`config.mk`:
```
export PLATFORM = sky130hd
export DESIGN_NAME = relay_tap_hysteresis_selector_core
export DESIGN_NICKNAME = d
export VERILOG_FILES = /design/src/rtl/rths_pkg.sv /design/src/rtl/rths_select.sv /design/src/rtl/relay_tap_hysteresis_selector_core.sv
export SDC_FILE = /design/constraint.sdc
export NUM_CORES = 1
export LEC_CHECK = 0
export BUFFER_PORTS_ARGS = -buffer_cell sky130_fd_sc_hd__buf_2
export CAP_MARGIN = 15
export CELL_PAD_IN_SITES_DETAIL_PLACEMENT = 0
export CELL_PAD_IN_SITES_GLOBAL_PLACEMENT = 1
export CORE_UTILIZATION = 40
export CTS_CLUSTER_DIAMETER = 30
export DETAILED_ROUTE_END_ITERATION = 12
export HOLD_SLACK_MARGIN = 0.12
export PLACE_DENSITY = 0.86
export SKIP_CTS_REPAIR_TIMING = 1
export SLEW_MARGIN = 15
export SYNTH_ARGS = -nofsm -noshare
export SYNTH_HDL_FRONTEND = slang
export SYNTH_SLANG_ARGS = --single-unit
```
`constraint.sdc`:
```
create_clock -name clk -period 3.1 [get_ports clk]
set_input_delay 0.93 -clock clk [delete_from_list [all_inputs] [get_ports clk]]
set_output_delay 0.93 -clock clk [all_outputs]
set_load 0.03 [all_outputs]
```
`src/rtl/rths_pkg.sv`:
```
// Package for the relay tap hysteresis selector.
// Holds level/voltage types, threshold tables and the relay mask table.
// No dependencies.
`timescale 1ns / 1ps

package rths_pkg;

    localparam int VOLT_W     = 12;
    localparam int LEVEL_W    = 3;
    localparam int MASK_W     = 3;
    localparam int NUM_LEVELS = 6;
    localparam int S_TDATA_W  = 16;
    localparam int M_TDATA_W  = 8;

    typedef logic [VOLT_W-1:0]  volt_t;
    typedef logic [LEVEL_W-1:0] level_t;
    typedef logic [MASK_W-1:0]  mask_t;

    localparam level_t LEVEL_RESET = 3'd4;
    localparam level_t LEVEL_TOP   = 3'd5;
    localparam level_t LEVEL_FAIL  = 3'd0;

    // Up-thresholds in 0.1 V, index is the target level; entry 0 is unused.
    localparam volt_t UP_THR [NUM_LEVELS] = '{
        12'd0, 12'd1728, 12'd1901, 12'd2022, 12'd2225, 12'd2461
    };
    // Down-thresholds in 0.1 V, index is the target level; entry 5 is unused.
    localparam volt_t DN_THR [NUM_LEVELS] = '{
        12'd1652, 12'd1757, 12'd1934, 12'd2139, 12'd2353, 12'd0
    };

    // Decision handed from the selector to the result register.
    typedef struct packed {
        mask_t  relay_mask;
        level_t tap_level;
    } rths_decision_t;

    // Relay drive per level: bit0 relay1, bit1 relay2, bit2 relay3.
    function automatic mask_t relay_of_level(input level_t lvl);
        mask_t m;
        unique case (lvl)
            3'd0:    m = 3'b000;
            3'd1:    m = 3'b100;
            3'd2:    m = 3'b001;
            3'd3:    m = 3'b101;
            3'd4:    m = 3'b011;
            3'd5:    m = 3'b111;
            default: m = 3'b000;
        endcase
        return m;
    endfunction

endpackage

```
`src/rtl/rths_select.sv`:
```
// Next-level decision for the relay tap selector: ten constant compares.
// Depends on rths_pkg.
`timescale 1ns / 1ps

module rths_select (
    input  rths_pkg::level_t         level,
    input  rths_pkg::volt_t          voltage_tenths,
    output rths_pkg::rths_decision_t decision
);
    import rths_pkg::*;

    level_t up_level;
    level_t dn_level;
    logic   up_hit;
    logic   dn_hit;

    // Highest level above the current one whose up-threshold is exceeded.
    always_comb
    begin
        up_level = level;
        up_hit   = 1'b0;
        for (int k = 1; k < NUM_LEVELS; k++)
        begin
            if ((LEVEL_W'(k) > level) && (voltage_tenths > UP_THR[k]))
            begin
                up_level = LEVEL_W'(k);
                up_hit   = 1'b1;
            end
        end
    end

    // Lowest level below the current one whose down-threshold is undercut.
    always_comb
    begin
        dn_level = level;
        dn_hit   = 1'b0;
        for (int k = NUM_LEVELS - 2; k >= 0; k--)
        begin
            if ((LEVEL_W'(k) < level) && (voltage_tenths < DN_THR[k]))
            begin
                dn_level = LEVEL_W'(k);
                dn_hit   = 1'b1;
            end
        end
    end

    always_comb
    begin
        decision.relay_mask = relay_of_level(level);
        priority if (level > LEVEL_TOP)
            decision.tap_level = LEVEL_FAIL;
        else if (up_hit)
            decision.tap_level = up_level;
        else if (dn_hit)
            decision.tap_level = dn_level;
        else
            decision.tap_level = level;
    end

endmodule

```
`src/rtl/relay_tap_hysteresis_selector_core.sv`:
```
// Channel  Dir  Width  Fields (low bit first)
// s_axis   in   16     voltage_tenths[11:0], zero pad[15:12]
// m_axis   out  8      relay_mask[2:0], tap_level[5:3], zero pad[7:6]
//
// One item per clock unless m_axis stalls; stages: input register, result register.
// The tap level register updates as an item moves from the input to the result register.
// Reset (rst_n low, async) clears both valid flags and sets the tap level to 4.
// A stall on m_axis holds the result; the input register still takes an item while
// the result register is free or being drained in the same cycle.
// Depends on rths_pkg and rths_select.
`timescale 1ns / 1ps

module relay_tap_hysteresis_selector_core (
    input  logic                           clk,
    input  logic                           rst_n,
    input  logic                           s_tvalid,
    output logic                           s_tready,
    input  logic [rths_pkg::S_TDATA_W-1:0] s_tdata,   // voltage_tenths[11:0]
    output logic                           m_tvalid,
    input  logic                           m_tready,
    output logic [rths_pkg::M_TDATA_W-1:0] m_tdata    // relay_mask[2:0], tap_level[5:3]
);
    import rths_pkg::*;

    logic           in_valid_reg;
    logic           in_valid_next;
    volt_t          in_volt_reg;
    logic           out_valid_reg;
    logic           out_valid_next;
    rths_decision_t out_reg;
    level_t         level_reg;
    level_t         level_next;
    rths_decision_t decision;
    logic           advance;

    rths_select u_select (
        .level          (level_reg),
        .voltage_tenths (in_volt_reg),
        .decision       (decision)
    );

    assign advance        = in_valid_reg && (!out_valid_reg || m_tready);
    assign s_tready       = !in_valid_reg || advance;
    assign in_valid_next  = (s_tvalid && s_tready) || (in_valid_reg && !advance);
    assign out_valid_next = advance || (out_valid_reg && !m_tready);
    assign level_next     = advance ? decision.tap_level : level_reg;

    always_ff @(posedge clk or negedge rst_n)
    begin
        if (!rst_n)
        begin
            in_valid_reg  <= 1'b0;
            out_valid_reg <= 1'b0;
            level_reg     <= LEVEL_RESET;
        end
        else
        begin
            in_valid_reg  <= in_valid_next;
            out_valid_reg <= out_valid_next;
            level_reg     <= level_next;
        end
    end

    always_ff @(posedge clk)
    begin
        if (s_tvalid && s_tready)
            in_volt_reg <= s_tdata[VOLT_W-1:0];
        if (advance)
            out_reg <= decision;
    end

    assign m_tvalid = out_valid_reg;
    assign m_tdata  = {{(M_TDATA_W - MASK_W - LEVEL_W){1'b0}},
                       out_reg.tap_level, out_reg.relay_mask};

    // Level never leaves the legal range.
    a_level_range: assert property (@(posedge clk) disable iff (!rst_n)
        level_reg <= LEVEL_TOP)
        else $error("tap level out of range");

    // Level moves only when an item is decided.
    a_level_hold: assert property (@(posedge clk) disable iff (!rst_n)
        !advance |=> $stable(level_reg))
        else $error("tap level changed without an item");

    // Result level matches the tap level register after each decision.
    a_result_level: assert property (@(posedge clk) disable iff (!rst_n)
        advance |=> (out_reg.tap_level == level_reg))
        else $error("result level differs from held level");

endmodule
```
==> impl_metrics.tcl, run 1 <==
set metrics [dict create \
    area_delta_synth_final_pct 10.5 \
    hold_ws_ps 401 \
    drive_gt1_share_pct 21.7 \
    antenna_found_initial 0 \
    cp.arrival_ps 2460 \
    fmax_ghz 0.416 \
    firstDrtPassIters 4 \
    htree_levels 1 \
    power_per_cell_area_nw_per_um2 684 \
    grt_max_degree 15 \
    finClkSkew_ps 12.3 \
    p_int_mw 0.608 \
    viasPerCell 5.65 \
    ant_nets 0 \
    status "completed" \
    p_sw_mw 0.384 \
    critPathKind "reg2reg" \
    die_width_um 59.3 \
    synth_top_area_share_pct 41.2 \
    insertion_delay_ps 310 \
    dp_hpwl_um 1860 \
    clkTransAtPathRegs_ps 120 \
    synth_common_cells "edfxtp_1 (18), nand2_1 (13), a21oi_1 (8), nor2_1 (8), clkbuf_1 (5)" \
    final-setup-viol-count 0 \
    hold_class "in2async" \
    largest_register_ffs 12 \
    hold_viol_final 0 \
    rsz0062_at_grt "false" \
    fin_crit_ps 2400 \
    numClockSinks 23 \
    seqPwrFrac_pct 50.0 \
    finalWirelength_um 2490 \
    slew_violations 0 \
    grt_overflow 0 \
    fillers 281 \
    synth_area_leaders "edfxtp_1 (41%), dfrtp_1 (7.6%), nand2_1 (3.7%)" \
    cts_tree "yes" \
    p_leak_nw 0.542 \
    synth_cell_type_count 48 \
    drt_iter0_markers 47 \
    cp_max_fo 9 \
    vdd_drop_max_v 0.000320 \
    cts_root_buffer "clkbuf_4" \
    grt_pass1_wl_um 4000 \
    ys_async_sr_fraction_pct 21.7 \
    syn_area_um2 1310 \
    grt_pass1_vias 939 \
    diodes 0 \
    syn-mean-instance-area_um2 10.4 \
    synth.yosys.seq_area_share_pct 50.9 \
    combPwrFrac_pct 36.7 \
    timing.final.crit_share_pct 77.6 \
    synth_edf_count 18 \
    initial_utilization_pct 42.6 \
    drc 0 \
    place_congestion 0.891 \
    dieArea_um2 3510 \
    num_io_pins 30 \
    final_net_count 164 \
    coreArea_um2 3080 \
    synth_most_common_cell "edfxtp_1" \
    wl_per_cell_um 13.3 \
    end_kind "register" \
    dr_total_vias 1056 \
    ys_ff_latch 23 \
    netlist_instances 126 \
    grt_usage_pct 15.3 \
    cts_buffer_depth 2 \
    yosysWarnings 0 \
    switching_share_pct 38.7 \
    fin_tns_setup_ps 0 \
    rows 20 \
    pwr-share-clk_pct 13.2 \
    total_power_mw 0.992 \
    io_buffer_count 23 \
    worst_slack_ps 695 \
    die_y_um 59.3 \
    dp_slack_ps 698 \
    maxCapViolCount 0 \
    numCtsBuffers 3 \
    critPathLaunchType "register" \
    worstPathRequired_ps 3150 \
    yosysTopAreaCell "edfxtp_1" \
    ys.flop_type "edfxtp_1" \
]
critical path, stage by stage (launching register included):
cell and delay, ps:
edfxtp_1 520, or4_4 590, a311oi_2 280, o21ai_1 120, a211o_1 310, a211oi_2 240
a211oi_1 100
power groups by stage:
| stage | Sequential, mW | Combinational, mW | Clock (mW) |
|---|---|---|---|
| 2_1_floorplan | 0.504 | 0.268 | 0 |
| 3_5_place_dp | 0.504 | 0.357 | 0 |
| 4_1_cts | 0.495 | 0.362 | 0.137 |
| 3_3_place_gp | 0.498 | 0.348 | 0 |
| 5_1_grt | 0.506 | 0.398 | 0.146 |
| 6_report | 0.496 | 0.364 | 0.131 |
logic make-up (layout without fill, tap and decap cells):
logic type	Yosys count	count (layout)	synth area share, %
AO/OA/AOI/OAI	38	38	21.9
XOR/XNOR	1	1	0.668
buffers and inverters	13	29	5.34
flip-flops	23	23	50.9
other	1	2	0.286
AND/OR/NAND/NOR	50	50	20.9
layout make-up:
| cell class | count | area [µm²] | area share [%] |
|---|---|---|---|
| Timing Repair Buffer | 23 | 115 | 7.94 |
| Clock buffer | 4 | 26.3 | 1.81 |
| Multi-Input combinational cell | 91 | 578 | 39.9 |
| Sequential cell | 23 | 667 | 46.0 |
| Inverter | 2 | 7.51 | 0.518 |
| Tap cell | 44 | 55.1 | 3.80 |
through the flow:
stage               cells  instance area (µm²)  utilization [%]
CTS                   187                 1450             47.1
finish                187                 1450             47.1
floorplan             127                 1320                -
global route          187                 1450             47.1
global placement      183                 1420             46.2
detailed placement    183                 1420             46.2
metal layers:
layer  vias to the layer above  wire length (µm)  track usage [%]  part of all wire (%)
li1                        519                 -                -                     -
met2                        46              1250             25.8                    50
met4                         0                38             6.80                   1.5
met3                         5               139             2.84                   5.6
met5                         -                 0                0                     0
met1                       486              1060             18.9                    42
path summary, 6_finish.rpt:
kind / start / end / slack, ps / depth (start not counted)
worst max-delay path: in_volt_reg[2] / m_tdata[3] / 700 / 6
worst min-delay path: rst_n / level_reg[1] / 400 / 1
worst max register to register: in_volt_reg[2] / m_tdata[3] / 700 / 6
worst min register to register: in_valid_reg / m_tvalid / 530 / 1
max in group asynchronous: rst_n / level_reg[2] / 2490 / 1
min in group clk: in_valid_reg / m_tvalid / 530 / 1
placed cells by master (no fill, tap or decap), types with 2 or more instances in the layout:
cell type  count
o2111ai_1      2
a31oi_1        2
a311oi_1       2
edfxtp_1      18
inv_1          2
dfrtp_1        4
o2111a_1       2
a211o_1        3
nand4b_1       2
nor2_1         8
nor3_1         3
o31ai_1        2
buf_2         23
clkbuf_4       3
nand2b_1       4
o211ai_1       2
a21oi_1        8
a21boi_0       2
nand2_1       13
o21bai_1       2
and2_1         2
nand3_1        4
nand3b_1       3
conb_1         2
o21ai_0        3
No activity file was read; power rests on OpenSTA's default activity.
==> run 2: changes to the inputs <==
==> constraint.sdc (replaced) <==
create_clock -name clk -period 2.5 [get_ports clk]
set_input_delay 0.75 -clock clk [delete_from_list [all_inputs] [get_ports clk]]
set_output_delay 0.75 -clock clk [all_outputs]
set_load 0.03 [all_outputs]
==> run 2 against run 1 <==
Non-clock buffer count rose by 2. Clock skew barely moved. Highest routed layer unchanged. Critical path type unchanged. Critical endpoint unchanged. Largest power group unchanged. Sequential power rose by 23%.
==> impl_metrics.tcl, run 2 (same netlist as run 1, synthesis figures left out) <==
set metrics [dict create \
    htree_levels 1 \
    grt_pass1_vias 958 \
    worst_slack_ps 260 \
    finalWirelength_um 2370 \
    insertion_delay_ps 300 \
    grt_usage_pct 15.3 \
    cp.arrival_ps 2290 \
    wl_per_cell_um 12.6 \
    fin_crit_ps 2240 \
    slew_violations 0 \
    num_io_pins 30 \
    numCtsBuffers 3 \
    finClkSkew_ps 12.4 \
    initial_utilization_pct 42.6 \
    final-setup-viol-count 0 \
    coreArea_um2 3080 \
    fin_tns_setup_ps 0 \
    rows 20 \
    final_area_um2 1460 \
    die_width_um 59.3 \
    cts_buffer_depth 2 \
    cp_slowest_cell "or4_4" \
    critPathLaunchType "register" \
    dieArea_um2 3510 \
    area_delta_synth_final_pct 11.6 \
    drt_iter0_markers 45 \
    mostFrequentLayoutCell "buf_2" \
    viasPerCell 5.44 \
    cts_root_buffer "clkbuf_4" \
    fillers 292 \
    hold_ws_ps 229 \
    crit_chain "or4_4 -> a311oi_2 -> o21ai_1 -> a211o_1 -> a211oi_2 -> a211oi_1" \
    dpl.cell_count 185 \
    final_net_count 166 \
    fmax_ghz 0.446 \
    hold_class "in2async" \
    p_leak_nw 0.552 \
    dp_slack_ps 273 \
    utilization_pct 47.6 \
    hold_viol_final 0 \
    grt_overflow 0 \
    vdd_drop_max_v 0.000381 \
    die_y_um 59.3 \
    status "completed" \
    ant_nets 0 \
    cts_tree "yes" \
    diodes 0 \
    worstPathRequired_ps 2550 \
    power_per_cell_area_nw_per_um2 829 \
    dp_hpwl_um 1810 \
    cp_max_fo 6 \
    io_buffer_count 23 \
    grt_pass1_wl_um 4000 \
    drive_gt1_share_pct 22.8 \
    critPathKind "reg2reg" \
    layout.cells.non_filler 189 \
    total_power_mw 1.21 \
    largest_register_ffs 12 \
    rsz0062_at_grt "false" \
    firstDrtPassIters 4 \
    clkTransAtPathRegs_ps 110 \
    final_cell_mix "buf_2 (23), edfxtp_1 (18), nand2_1 (13)" \
    max_stage_delay_ps 530 \
    maxCapViolCount 0 \
    grt_max_degree 15 \
    drc 0 \
    timing.final.crit_share_pct 89.6 \
    antenna_found_initial 0 \
    end_kind "register" \
    numClockSinks 23 \
    placed_area_um2 1440 \
    dr_total_vias 1029 \
    place_congestion 0.910 \
]
[run 2: worst paths after layout]
check | startpoint | endpoint | slack (ps) | depth (start not counted)
max | in_volt_reg[0] | m_tdata[3] | 260 | 6
min | rst_n | level_reg[0] | 230 | 1
max reg2reg | in_volt_reg[0] | m_tdata[3] | 260 | 6
min reg2reg | in_valid_reg | m_tvalid | 520 | 1
max in group asynchronous | rst_n | level_reg[2] | 2070 | 1
min in group clk | in_valid_reg | m_tvalid | 520 | 1
[run 2: per-layer routing]
metal / vias to the layer above / track usage, % / share of wire, %
met2: 37 / 25.0 / 48
li1: 525 / - / -
met3: 2 / 3.06 / 5.6
met4: 0 / 7.82 / 0.84
met1: 465 / 19.2 / 45
met5: - / 0 / 0
[run 2: report_power, final]
group / internal, mW / total [mW] / switching, mW / leakage (nW)
sequential: 0.515 / 0.610 / 0.0948 / 0.231
clock: 0.0621 / 0.157 / 0.0948 / 0.0150
combinational: 0.178 / 0.447 / 0.268 / 0.306
[run 2: cell type report]
cell class / instances / area, µm² / share of cell area, %
flip-flops and latches: 23 / 667 / 45.6
well taps: 44 / 55.1 / 3.76
multi-input cells: 91 / 578 / 39.5
clock buffers: 4 / 26.3 / 1.79
inverters: 2 / 7.51 / 0.513
repair buffers: 25 / 130 / 8.89
[run 2: critical path: cells and delay by family (launching register included)]
kind	cells	cell delay, ps
and+or+nand+nor	1	530
AOI/OAI and AO/OA	5	1000
DFF	1	470
